<file path="src/rtl/rfc_pkg.sv">
// Shared types and constants for the reciprocal frequency counter.
// Used by rfc_ctrl, rfc_dp and reciprocal_frequency_counter; no dependencies.
`default_nettype none

package rfc_pkg;

    // Field widths
    localparam int OP_W     = 2;
    localparam int CAP_W    = 16;
    localparam int CLK_W    = 24;
    localparam int TPER_W   = 17;
    localparam int FREQ_W   = 24;
    localparam int DIG_W    = 4;
    localparam int DIGITS   = 4;
    localparam int CNT_W    = $clog2(FREQ_W);

    // Overflow counter width default
    localparam int OVF_BITS_DEF = 16;

    // Register reset values
    localparam logic [CLK_W-1:0]  CLK_RESET  = 24'd8000000;
    localparam logic [TPER_W-1:0] TPER_RESET = 17'd80;

    // Divide by ten: exact for values below 2**26
    localparam logic [FREQ_W-1:0] DIV10_MUL   = 24'd13421773;
    localparam int                DIV10_SHIFT = 27;

    // APB register map
    localparam int APB_AW = 3;
    localparam int APB_DW = 32;
    localparam logic REG_CLOCK = 1'b0;
    localparam logic REG_TPER  = 1'b1;

    // Operation codes
    typedef logic [OP_W-1:0] t_op;
    localparam t_op OP_CAPTURE  = 2'd0;
    localparam t_op OP_OVERFLOW = 2'd1;
    localparam t_op OP_DISPLAY  = 2'd2;

    // Result kinds
    localparam logic KIND_FREQ   = 1'b0;
    localparam logic KIND_DIGITS = 1'b1;

    typedef enum logic [2:0] {
        S_IDLE,
        S_MUL,
        S_CHK,
        S_DIV,
        S_DMUL,
        S_DSUB,
        S_OUT
    } t_state;

    // Controller to datapath commands
    typedef struct packed {
        logic arm;
        logic ovf_inc;
        logic load_cap;
        logic mul;
        logic chk;
        logic div_step;
        logic disp_init;
        logic dig_mul;
        logic dig_sub;
        logic out_load;
    } t_cmd;

    // Datapath to controller status
    typedef struct packed {
        logic armed;
        logic err;
        logic cnt_zero;
        logic out_free;
    } t_sts;

endpackage

`default_nettype wire

</file>
<file path="src/rtl/reciprocal_frequency_counter.sv">
// Capture edge: multiply, check, 24 divide steps, then the output load; a bad period
// skips the divide steps and goes straight to the output load. Display request: four
// digit splits (multiply, then subtract), then the output load. Overflow and the
// arming edge are handled in the idle state; the output load waits for a free register.
// One word is in work at a time; the 24-step restoring divider sets the capture rate.
// Synchronous active-low reset restores register defaults and disarms the block.
`default_nettype none

module reciprocal_frequency_counter #(
    parameter int OVERFLOW_BITS = rfc_pkg::OVF_BITS_DEF
) (
    input  wire                             i_clk,
    input  wire                             i_rst_n,
    // APB configuration
    input  wire                             psel,
    input  wire                             penable,
    input  wire                             pwrite,
    input  wire [rfc_pkg::APB_AW-1:0]       paddr,
    input  wire [rfc_pkg::APB_DW-1:0]       pwdata,
    output logic [rfc_pkg::APB_DW-1:0]      prdata,
    output logic                            pready,
    // input words
    input  wire                             i_in_valid,
    output logic                            o_in_ready,
    input  wire [rfc_pkg::OP_W-1:0]         i_operation,
    input  wire [rfc_pkg::CAP_W-1:0]        i_capture_value,
    // result words
    output logic                            o_out_valid,
    input  wire                             i_out_ready,
    output logic                            o_kind,
    output logic [rfc_pkg::FREQ_W-1:0]      o_frequency_hz,
    output logic                            o_period_error,
    output logic [rfc_pkg::DIG_W-1:0]       o_digit_thousands,
    output logic [rfc_pkg::DIG_W-1:0]       o_digit_hundreds,
    output logic [rfc_pkg::DIG_W-1:0]       o_digit_tens,
    output logic [rfc_pkg::DIG_W-1:0]       o_digit_units,
    output logic                            o_show_frequency
);

    logic [rfc_pkg::CLK_W-1:0]  r_count_clock_hz;
    logic [rfc_pkg::TPER_W-1:0] r_timer_period;
    logic                       w_wr;
    rfc_pkg::t_cmd              w_cmd;
    rfc_pkg::t_sts              w_sts;

    assign pready = 1'b1;
    assign w_wr   = psel && penable && pwrite && pready;

    always_ff @(posedge i_clk) begin
        if (!i_rst_n) begin
            r_count_clock_hz <= rfc_pkg::CLK_RESET;
            r_timer_period   <= rfc_pkg::TPER_RESET;
        end else if (w_wr) begin
            unique case (paddr[2])
                rfc_pkg::REG_CLOCK: r_count_clock_hz <= pwdata[rfc_pkg::CLK_W-1:0];
                rfc_pkg::REG_TPER:  r_timer_period   <= pwdata[rfc_pkg::TPER_W-1:0];
                default: ;
            endcase
        end
    end

    always_comb begin
        unique case (paddr[2])
            rfc_pkg::REG_CLOCK: prdata = rfc_pkg::APB_DW'(r_count_clock_hz);
            rfc_pkg::REG_TPER:  prdata = rfc_pkg::APB_DW'(r_timer_period);
            default:            prdata = '0;
        endcase
    end

    rfc_ctrl u_ctrl (
        .i_clk       (i_clk),
        .i_rst_n     (i_rst_n),
        .i_in_valid  (i_in_valid),
        .i_operation (i_operation),
        .i_sts       (w_sts),
        .o_in_ready  (o_in_ready),
        .o_cmd       (w_cmd)
    );

    rfc_dp #(
        .OVERFLOW_BITS (OVERFLOW_BITS)
    ) u_dp (
        .i_clk             (i_clk),
        .i_rst_n           (i_rst_n),
        .i_cmd             (w_cmd),
        .o_sts             (w_sts),
        .i_capture_value   (i_capture_value),
        .i_count_clock_hz  (r_count_clock_hz),
        .i_timer_period    (r_timer_period),
        .i_out_ready       (i_out_ready),
        .o_out_valid       (o_out_valid),
        .o_kind            (o_kind),
        .o_frequency_hz    (o_frequency_hz),
        .o_period_error    (o_period_error),
        .o_digit_thousands (o_digit_thousands),
        .o_digit_hundreds  (o_digit_hundreds),
        .o_digit_tens      (o_digit_tens),
        .o_digit_units     (o_digit_units),
        .o_show_frequency  (o_show_frequency)
    );

`ifndef SYNTH
    // a frequency word carries no digits
    a_freq_no_digits: assert property (@(posedge i_clk) disable iff (!i_rst_n)
        (o_out_valid && (o_kind == rfc_pkg::KIND_FREQ)) |->
        (o_digit_thousands == '0 && o_digit_hundreds == '0 &&
         o_digit_tens == '0 && o_digit_units == '0))
        else $error("frequency word with nonzero digits");

    // a digit word never flags a period error
    a_digits_no_err: assert property (@(posedge i_clk) disable iff (!i_rst_n)
        (o_out_valid && (o_kind == rfc_pkg::KIND_DIGITS)) |-> !o_period_error)
        else $error("digit word with period error");

    // digits stay decimal
    a_digits_decimal: assert property (@(posedge i_clk) disable iff (!i_rst_n)
        o_out_valid |-> (o_digit_thousands <= 4'd9 && o_digit_hundreds <= 4'd9 &&
                         o_digit_tens <= 4'd9 && o_digit_units <= 4'd9))
        else $error("digit out of decimal range");

    // a display request occupies the block for its digit split
    a_display_busy: assert property (@(posedge i_clk) disable iff (!i_rst_n)
        (i_in_valid && o_in_ready && (i_operation == rfc_pkg::OP_DISPLAY)) |=>
        !o_in_ready)
        else $error("input taken during digit split");
`endif

endmodule

`default_nettype wire

</file>
<file path="src/rtl/rfc_ctrl.sv">
// Sequencing state machine for the reciprocal frequency counter.
// Depends on rfc_pkg; drives rfc_dp through t_cmd and reads t_sts.
`default_nettype none

module rfc_ctrl (
    input  wire                 i_clk,
    input  wire                 i_rst_n,
    input  wire                 i_in_valid,
    input  wire rfc_pkg::t_op   i_operation,
    input  wire rfc_pkg::t_sts  i_sts,
    output logic                o_in_ready,
    output rfc_pkg::t_cmd       o_cmd
);

    rfc_pkg::t_state r_state;
    rfc_pkg::t_state n_state;

    always_ff @(posedge i_clk) begin
        if (!i_rst_n) begin
            r_state <= rfc_pkg::S_IDLE;
        end else begin
            r_state <= n_state;
        end
    end

    always_comb begin
        n_state    = r_state;
        o_cmd      = '0;
        o_in_ready = 1'b0;
        unique case (r_state)
            rfc_pkg::S_IDLE: begin
                o_in_ready = 1'b1;
                if (i_in_valid) begin
                    case (i_operation)
                        rfc_pkg::OP_CAPTURE: begin
                            if (!i_sts.armed) begin
                                o_cmd.arm = 1'b1;
                            end else begin
                                o_cmd.load_cap = 1'b1;
                                n_state        = rfc_pkg::S_MUL;
                            end
                        end
                        rfc_pkg::OP_OVERFLOW: begin
                            o_cmd.ovf_inc = 1'b1;
                        end
                        rfc_pkg::OP_DISPLAY: begin
                            o_cmd.disp_init = 1'b1;
                            n_state         = rfc_pkg::S_DMUL;
                        end
                        default: begin
                            // unused code: drop the word
                        end
                    endcase
                end
            end
            rfc_pkg::S_MUL: begin
                o_cmd.mul = 1'b1;
                n_state   = rfc_pkg::S_CHK;
            end
            rfc_pkg::S_CHK: begin
                o_cmd.chk = 1'b1;
                n_state   = rfc_pkg::S_DIV;
            end
            rfc_pkg::S_DIV: begin
                if (i_sts.err) begin
                    n_state = rfc_pkg::S_OUT;
                end else begin
                    o_cmd.div_step = 1'b1;
                    if (i_sts.cnt_zero) begin
                        n_state = rfc_pkg::S_OUT;
                    end
                end
            end
            rfc_pkg::S_DMUL: begin
                o_cmd.dig_mul = 1'b1;
                n_state       = rfc_pkg::S_DSUB;
            end
            rfc_pkg::S_DSUB: begin
                o_cmd.dig_sub = 1'b1;
                n_state       = i_sts.cnt_zero ? rfc_pkg::S_OUT : rfc_pkg::S_DMUL;
            end
            rfc_pkg::S_OUT: begin
                // hold until the output register frees up
                if (i_sts.out_free) begin
                    o_cmd.out_load = 1'b1;
                    n_state        = rfc_pkg::S_IDLE;
                end
            end
            default: begin
                n_state = rfc_pkg::S_IDLE;
            end
        endcase
    end

endmodule

`default_nettype wire

</file>
<file path="src/rtl/rfc_dp.sv">
// Datapath: measurement state, period multiplier, restoring divider,
// decimal digit split and the output register. Depends on rfc_pkg.
`default_nettype none

module rfc_dp #(
    parameter int OVERFLOW_BITS = rfc_pkg::OVF_BITS_DEF
) (
    input  wire                             i_clk,
    input  wire                             i_rst_n,
    input  wire rfc_pkg::t_cmd              i_cmd,
    output rfc_pkg::t_sts                   o_sts,
    input  wire [rfc_pkg::CAP_W-1:0]        i_capture_value,
    input  wire [rfc_pkg::CLK_W-1:0]        i_count_clock_hz,
    input  wire [rfc_pkg::TPER_W-1:0]       i_timer_period,
    input  wire                             i_out_ready,
    output logic                            o_out_valid,
    output logic                            o_kind,
    output logic [rfc_pkg::FREQ_W-1:0]      o_frequency_hz,
    output logic                            o_period_error,
    output logic [rfc_pkg::DIG_W-1:0]       o_digit_thousands,
    output logic [rfc_pkg::DIG_W-1:0]       o_digit_hundreds,
    output logic [rfc_pkg::DIG_W-1:0]       o_digit_tens,
    output logic [rfc_pkg::DIG_W-1:0]       o_digit_units,
    output logic                            o_show_frequency
);

    localparam int PRW  = OVERFLOW_BITS + rfc_pkg::TPER_W;  // overflow ticks
    localparam int PW   = PRW + 1;                          // period
    localparam int FW   = rfc_pkg::FREQ_W;
    localparam int DW   = rfc_pkg::DIG_W;
    localparam int QW   = 2 * FW - rfc_pkg::DIV10_SHIFT;
    localparam int DVW  = rfc_pkg::DIGITS * DW;

    // Measurement state
    logic                       r_armed;
    logic [rfc_pkg::CAP_W-1:0]  r_start;
    logic [OVERFLOW_BITS-1:0]   r_ovf;
    logic [FW-1:0]              r_latest;
    logic                       r_show;

    // Working registers
    logic [rfc_pkg::CAP_W-1:0]  r_cap;
    logic [PRW-1:0]             r_prod;
    logic [PW-1:0]              r_per;
    logic [PW-1:0]              r_rem;
    logic [FW-1:0]              r_quo;
    logic                       r_err;
    logic                       r_kind;
    logic [rfc_pkg::CNT_W-1:0]  r_cnt;
    logic [FW-1:0]              r_work;
    logic [2*FW-1:0]            r_dprod;
    logic [DVW-1:0]             r_digits;

    // Output register
    logic                       r_out_valid;
    logic                       r_o_kind;
    logic [FW-1:0]              r_o_freq;
    logic                       r_o_err;
    logic [DVW-1:0]             r_o_digits;
    logic                       r_o_show;

    logic [PW-1:0]              w_sum;
    logic                       w_bad;
    logic [PW:0]                w_trial;
    logic                       w_ge;
    logic [PW:0]                w_trial_sub;
    logic [QW-1:0]              w_q;
    logic [FW-1:0]              w_qx10;
    logic [FW-1:0]              w_dig;

    // Period = overflow ticks + end - start; bad when not above zero
    assign w_sum = PW'(r_prod) + PW'(r_cap);
    assign w_bad = (w_sum <= PW'(r_start));

    // One restoring division step: shift in the next dividend bit
    assign w_trial     = {r_rem, r_quo[FW-1]};
    assign w_ge        = (w_trial >= {1'b0, r_per});
    assign w_trial_sub = w_trial - {1'b0, r_per};

    // Split off one decimal digit
    assign w_q    = r_dprod[rfc_pkg::DIV10_SHIFT +: QW];
    assign w_qx10 = FW'({w_q, 3'b000}) + FW'({w_q, 1'b0});
    assign w_dig  = r_work - w_qx10;

    always_ff @(posedge i_clk) begin
        if (!i_rst_n) begin
            r_armed     <= 1'b0;
            r_start     <= '0;
            r_ovf       <= '0;
            r_latest    <= '0;
            r_show      <= 1'b0;
            r_out_valid <= 1'b0;
        end else begin
            if (i_cmd.arm) begin
                r_armed <= 1'b1;
                r_start <= i_capture_value;
                r_ovf   <= '0;
            end
            if (i_cmd.ovf_inc && (r_ovf != {OVERFLOW_BITS{1'b1}})) begin
                r_ovf <= r_ovf + 1'b1;
            end
            if (i_cmd.chk) begin
                r_start <= r_cap;
                r_ovf   <= '0;
            end
            if (i_cmd.div_step && (r_cnt == '0)) begin
                r_latest <= {r_quo[FW-2:0], w_ge};
            end
            if (i_cmd.disp_init) begin
                r_show <= ~r_show;
            end
            if (i_cmd.out_load) begin
                r_out_valid <= 1'b1;
            end else if (i_out_ready) begin
                r_out_valid <= 1'b0;
            end
        end
    end

    always_ff @(posedge i_clk) begin
        if (i_cmd.load_cap) begin
            r_cap  <= i_capture_value;
            r_kind <= rfc_pkg::KIND_FREQ;
        end
        if (i_cmd.mul) begin
            r_prod <= PRW'(r_ovf) * PRW'(i_timer_period);
        end
        if (i_cmd.chk) begin
            r_err <= w_bad;
            r_per <= w_sum - PW'(r_start);
            r_rem <= '0;
            r_quo <= i_count_clock_hz;
            r_cnt <= rfc_pkg::CNT_W'(FW - 1);
        end
        if (i_cmd.div_step) begin
            r_rem <= w_ge ? w_trial_sub[PW-1:0] : w_trial[PW-1:0];
            r_quo <= {r_quo[FW-2:0], w_ge};
            r_cnt <= r_cnt - 1'b1;
        end
        if (i_cmd.disp_init) begin
            r_kind <= rfc_pkg::KIND_DIGITS;
            r_err  <= 1'b0;
            r_work <= r_latest;
            r_cnt  <= rfc_pkg::CNT_W'(rfc_pkg::DIGITS - 1);
        end
        if (i_cmd.dig_mul) begin
            r_dprod <= r_work * rfc_pkg::DIV10_MUL;
        end
        if (i_cmd.dig_sub) begin
            // units come out first and end up in the low nibble
            r_work   <= FW'(w_q);
            r_digits <= {w_dig[DW-1:0], r_digits[DVW-1:DW]};
            r_cnt    <= r_cnt - 1'b1;
        end
        if (i_cmd.out_load) begin
            r_o_kind   <= r_kind;
            r_o_freq   <= r_latest;
            r_o_err    <= r_err;
            r_o_digits <= (r_kind == rfc_pkg::KIND_DIGITS) ? r_digits : '0;
            r_o_show   <= r_show;
        end
    end

    assign o_sts.armed    = r_armed;
    assign o_sts.err      = r_err;
    assign o_sts.cnt_zero = (r_cnt == '0);
    assign o_sts.out_free = !r_out_valid || i_out_ready;

    assign o_out_valid       = r_out_valid;
    assign o_kind            = r_o_kind;
    assign o_frequency_hz    = r_o_freq;
    assign o_period_error    = r_o_err;
    assign o_digit_units     = r_o_digits[0*DW +: DW];
    assign o_digit_tens      = r_o_digits[1*DW +: DW];
    assign o_digit_hundreds  = r_o_digits[2*DW +: DW];
    assign o_digit_thousands = r_o_digits[3*DW +: DW];
    assign o_show_frequency  = r_o_show;

endmodule

`default_nettype wire

</file>
<file path="config.mk">
export PLATFORM = sky130hd
export DESIGN_NAME = reciprocal_frequency_counter
export DESIGN_NICKNAME = d
export VERILOG_FILES = /design/src/rtl/rfc_pkg.sv /design/src/rtl/reciprocal_frequency_counter.sv /design/src/rtl/rfc_ctrl.sv /design/src/rtl/rfc_dp.sv
export SDC_FILE = /design/constraint.sdc
export NUM_CORES = 2
export LEC_CHECK = 0
export ABC_CLOCK_PERIOD_IN_PS = 6900
export BUFFER_PORTS_ARGS = -buffer_cell sky130_fd_sc_hd__buf_2
export CAP_MARGIN = 20
export CELL_PAD_IN_SITES_DETAIL_PLACEMENT = 1
export CELL_PAD_IN_SITES_GLOBAL_PLACEMENT = 2
export CORE_ASPECT_RATIO = 0.7
export CORE_MARGIN = 2
export CORE_UTILIZATION = 35
export CTS_CLUSTER_SIZE = 8
export DETAILED_ROUTE_END_ITERATION = 10
export PLACE_DENSITY = 0.75
export SLEW_MARGIN = 5
export SYNTH_ARGS = -nofsm -noshare
export SYNTH_HDL_FRONTEND = slang
export SYNTH_SLANG_ARGS = --single-unit
</file>
<file path="constraint.sdc">
create_clock -name i_clk -period 6.9 [get_ports i_clk]
set_clock_uncertainty 0.05 [all_clocks]
set_input_delay 1.38 -clock i_clk [delete_from_list [all_inputs] [get_ports i_clk]]
set_output_delay 1.38 -clock i_clk [all_outputs]
set_load 0.03 [all_outputs]
</file>
* After elaboration in Yosys (flattened, before gate mapping) *
Cells that the tools add are included.

word-level totals
  register bits = 382
  input port bits = 60

cells by class
  add/subtract/negate cells = 7
  multiply operators = 2
  magnitude comparators = 2
  equality and inequality tests = 14
  multiplexer cells = 45
  bitwise operators = 3
  reductions and logical operators = 19

operator list
  cell                      count
  $mux W34                  3
  $mux W16                  4
  $pmux W32 S2              1
  $mul A24 B24 Y48 const B  1
  $mux W24                  2
  $mux W21                  2
  $ge A35 B34 Y1            1
  $add A33 B16 Y34          1
  $le A34 B16 Y1            1
  $sub A34 B16 Y34          1
  $sub A34 B34 Y34          1
  $mul A16 B17 Y33          1
  $mux W3                   7
  $pmux W3 S7               1
  $mux W5                   4
  $mux W1                   19
  $add A16 B1 Y16 const B   1
  $ne A16 B16 Y1 const B    1
  $reduce_bool A2 Y1        5
  $eq A3 B3 Y1 const B      3
  $eq A3 B2 Y1 const B      2
  $pmux W3 S2               1
  $logic_not A5 Y1          1
  $reduce_and A5 Y1         1
  other kinds (21)          27

* Longest topological paths before layout *
  depth after elaboration = 6
  gate-level depth with buffers = 26
  depth with buffers taken out = 25

* Cells and area by module *
From an unflattened synthesis, not the netlist that was laid out.

unflattened totals
  cell total of the unflattened synthesis = 3664
  area, all modules = 37030.5 sq um

by module, submodules not included
  module                        instances  cells an instance  area each (sq um)
  rfc_dp                        1          3418               34734.6
  reciprocal_frequency_counter  1          205                1983.2
  rfc_ctrl                      1          41                 312.8

* Least setup slack after synthesis *
No wires, ideal clock.

  kind = register to register
  from = register u_dp.r_work[15]
  to = register u_dp.r_dprod[47], data pin
  setup time = 260 ps
  arrival = 6079 ps
  required time = 6590 ps
  slack = 511 ps
  cell stages (with the launch flop) = 23
  buffers on the path = 0
  period minus slack after synthesis = 6389 ps
  path through = edfxtp_1 > ha_1 > fa_1 > inv_1 > fa_1 > fa_1 > inv_1 > fa_1 > fa_1 > inv_1 > fa_1 > inv_1 > ha_1 > a21o_1 > a21o_1 > a221oi_1 > a31oi_1 > o211a_1 > a21oi_1 > o21ai_0 > and2_1 > a31oi_1 > xnor2_1

on the way
  word-level cells in the longest chain between the ends = 1

RTL lines
  what                    line           source
  start, declared         rfc_dp.sv:50   logic [FW-1:0] r_work;
  start signal, assigned  rfc_dp.sv:143  r_work <= r_latest;
  start signal, assigned  rfc_dp.sv:151  r_work <= FW'(w_q);
  $mul A24 B24 Y48        rfc_dp.sv:147  r_dprod <= r_work * rfc_pkg::DIV10_MUL;
  end signal, assigned    rfc_dp.sv:147
  end, declared           rfc_dp.sv:51   logic [2*FW-1:0] r_dprod;

No other way between the ends.
A chain may end at the register's enable or synchronous reset.

* Final worst setup path *
  from = register u_dp.r_work[17]
  to = register u_dp.r_dprod[45], data pin

Same word-level chain as after synthesis.

==> run_results.csv <==
group,metric,value,unit
status,status,"completed",
hold_path,hold_path_class,"reg2reg",
flow_run,maxCapViolations,0,
floorplan,die_w,390,um
global_routing,antenna_found_initial,5,
timing,min_period,6.79,ns
critical_path,ff2ff_path_depth,22,
critical_path,critPathKind,"reg2reg",
global_routing,grt_pass1_wl,172,mm
floorplan,core_area,104000,um^2
floorplan,dieHeight,274,um
route,drc,0,
timing,finalHoldViolations,0,
clock_network,insertion_delay,0.62,ns
clock_network,root_buffer,"clkbuf_16",
route,drt_iter0_drc,1502,
placed_design,placed_cell_area,39600,um^2
timing,rsz0062_at_grt,"yes",
finish,layout.nets,4901,
logic_synthesis,synth_edf_count,247,
clock_network,htree_levels,2,
global_routing,grtUsageTotal,0.210,
critical_path,end_kind,"flop",
logic_synthesis,synthesis.area,36500,um^2
route,wl_per_cell,20.7,um
global_routing,grt_max_degree,62,
floorplan,initial_core_util,0.352,
logic_synthesis,ys_async_sr_fraction,0,
route,ant_nets,0,
route,num_vias,26730,
logic_synthesis,synth.avg_cell_area,9.72,um^2
finish,syn2layout_area_growth,13.6,%
timing,slew_viol_final,0,
global_routing,grt_overflow_total,0,
power_and_ir_drop,powerDensity,473,nW/um^2
critical_path,arrival,7.08,ns
clock_network,cts_buffer_depth,3,
power_and_ir_drop,power.total,19.6,mW
clock_network,clock-sinks,355,
timing,fmax,147,MHz
clock_network,clk_pin_slew,0.05,ns
timing,tightest_slew,1.12,ns
timing,setup_viol,0,
placed_design,place_congestion,0.890,
critical_path,critPathLaunch,"u_dp.r_work[17]$_DFFE_PP_",
logic_synthesis,syn_inst,3755,
clock_network,cts_buffers,52,
clock_network,hold_buffers,0,
route,routed_wl,111,mm
hold_path,hp-start,"u_dp.r_digits[11]$_DFFE_PP_",
floorplan,die_area,107000,um^2
logic_synthesis,synth_top_flop_cell,"edfxtp_1",
finish,final_area,41500,um^2
critical_path,reg2reg_from,"u_dp.r_work[17]$_DFFE_PP_",
placed_design,hpwl,90.3,mm
finish,drive_gt1_frac,0.115,
route,via_per_inst,4.96,
hold_path,hold_depth,0,
logic_synthesis,synth_cell_types,86,
timing,fin_setup_tns,0,ns
critical_path,crit_required,7.19,ns
timing,slew_headroom,0.250,
power_and_ir_drop,peakVddDrop,0.843,mV
clock_network,cts_tree,"yes",
logic_synthesis,yosysSeqAreaShare,0.262,
floorplan,num_rows,99,
logic_synthesis,ys_warn_count,0,
floorplan,io_pins,138,
timing,fin_crit_sh,0.984,
global_routing,grt_pass1_vias,28386,
route,dr.pass1.iters,5,
placed_design,io_buffers,118,
power_and_ir_drop,p_leak,19.7,nW
finish,final_util,0.400,
critical_path,start_kind,"flop",
logic_synthesis,synth-seq-cells,355,
critical_path,cp_max_fo,4,
## worst max-delay path, cell delays in order, from the launching register on
cell,delay [ns]
edfxtp_1,0.51
buf_4,0.20
ha_1,0.33
fa_1,0.49
fa_1,0.57
fa_1,0.46
fa_1,0.51
fa_1,0.50
inv_1,0.05
fa_1,0.47
inv_1,0.04
ha_2,0.39
nor3b_2,0.21
buf_4,0.14
o211ai_1,0.14
a31oi_1,0.22
buf_4,0.20
o211a_4,0.22
a21oi_4,0.10
o211a_4,0.27
o31ai_4,0.27
buf_4,0.15
xnor2_1,0.07
## area by class of cell
class / count / area [um^2]
Fill cell: 11812 / 62300
Multi-Input combinational cell: 2624 / 24200
Inverter: 644 / 2420
Sequential cell: 355 / 9600
Timing Repair Buffer: 303 / 2020
Tap cell: 1363 / 1710
Clock inverter: 5 / 46.3
Antenna cell: 2 / 5.00
Clock buffer: 90 / 1460
## timing repair
action,4_1_cts,5_1_grt
setup buffers,20,3
gates resized for setup,18,33
pin swaps,6,15
endpoints found under the setup margin,12,21
## placed cells by master (no fill, tap or decap), types with 12 or more instances in the layout
cell type,n
a211oi_1,23
a21o_1,59
a21oi_1,167
a31oi_1,16
and2_1,154
and3_1,20
buf_2,118
buf_4,180
clkbuf_1,36
clkbuf_16,52
dfxtp_1,95
dfxtp_2,13
edfxtp_1,247
fa_1,419
ha_1,429
inv_1,642
mux2_2,17
mux2i_1,22
nand2_1,512
nand3_1,42
nand4_1,25
nor2_1,142
nor2b_1,23
nor3_1,34
o211ai_1,21
o21a_1,19
o21ai_0,80
o21bai_1,21
o31ai_1,12
or3_1,17
xnor2_1,100
xor2_1,65
## where the power goes
group / leakage [nW] / switching, mW / total (mW) / internal (mW)
Combinational: 15.8 / 7.74 / 14.0 / 6.21
Clock: 0.717 / 1.02 / 2.44 / 1.42
Sequential: 3.16 / 0.195 / 3.21 / 3.01
## routing by layer
layer | vias to the layer above | GRT usage | share of wire
met5 | - | 0 | 0
met4 | 0 | 0.0354 | 0.014
met3 | 84 | 0.0331 | 0.050
met2 | 488 | 0.303 | 0.40
met1 | 13461 | 0.331 | 0.53
li1 | 12697 | - | -
## state kept, by name, indices dropped and copies added (netlist names), 17 cells and up
register,count
u_dp.r_rem,34
r_count_clock_hz,24
u_dp.r_work,24
u_dp.r_latest,24
u_dp.o_frequency_hz,24
r_timer_period,17
u_dp.r_per,34
u_dp.r_prod,33
u_dp.r_quo,24
u_dp.r_dprod,21
## per-stage QoR
step | instances | setup slack, ns | hold slack, ns
finish | 5386 | 0.108 | 0.396
global route | 5384 | -0.0841 | 0.409
CTS | 5382 | -0.0153 | 0.399
detailed placement | 5267 | -0.275 | 0.385
global placement | 5267 | -0.195 | 0.374
floorplan | 3762 | 0.511 | 0.368
## kinds of logic (layout without fill, tap and decap cells)
logic type / count (synthesis) / in the layout / synth area share
and+or+nand+nor: 1044 / 1044 / 0.135
adders and majority gates: 861 / 861 / 0.381
buffers and inverters: 783 / 1042 / 0.0818
AOI/OAI and AO/OA: 506 / 506 / 0.0888
DFF: 355 / 355 / 0.262
xor gates and xnor gates: 165 / 165 / 0.0396
muxes: 39 / 39 / 0.0113
other: 2 / 11 / 0.000206
## Yosys cell counts, drive strengths merged, types with 37 or more instances
cell type | count | area (um^2)
ha | 442 | 5530
fa | 419 | 8390
inv | 643 | 2410
a21o | 59 | 443
nor3 | 37 | 195
clkbuf | 120 | 450
edfxtp | 247 | 7420
a21oi | 172 | 861
nand2 | 514 | 1930
dfxtp | 108 | 2160
nor2 | 148 | 563
o21ai | 90 | 450
xnor2 | 100 | 876
xor2 | 65 | 569
and2 | 155 | 970
nand3 | 43 | 220
## worst paths after layout
check	end	slack, ns
worst max-delay path	u_dp.r_dprod[45]$_DFFE_PP_	0.11
worst min-delay path	u_dp.r_digits[7]$_DFFE_PP_	0.40
worst max register to register	u_dp.r_dprod[45]$_DFFE_PP_	0.11
worst min register to register	u_dp.r_digits[7]$_DFFE_PP_	0.40
Note: power is estimated with default switching activity, not from simulation.
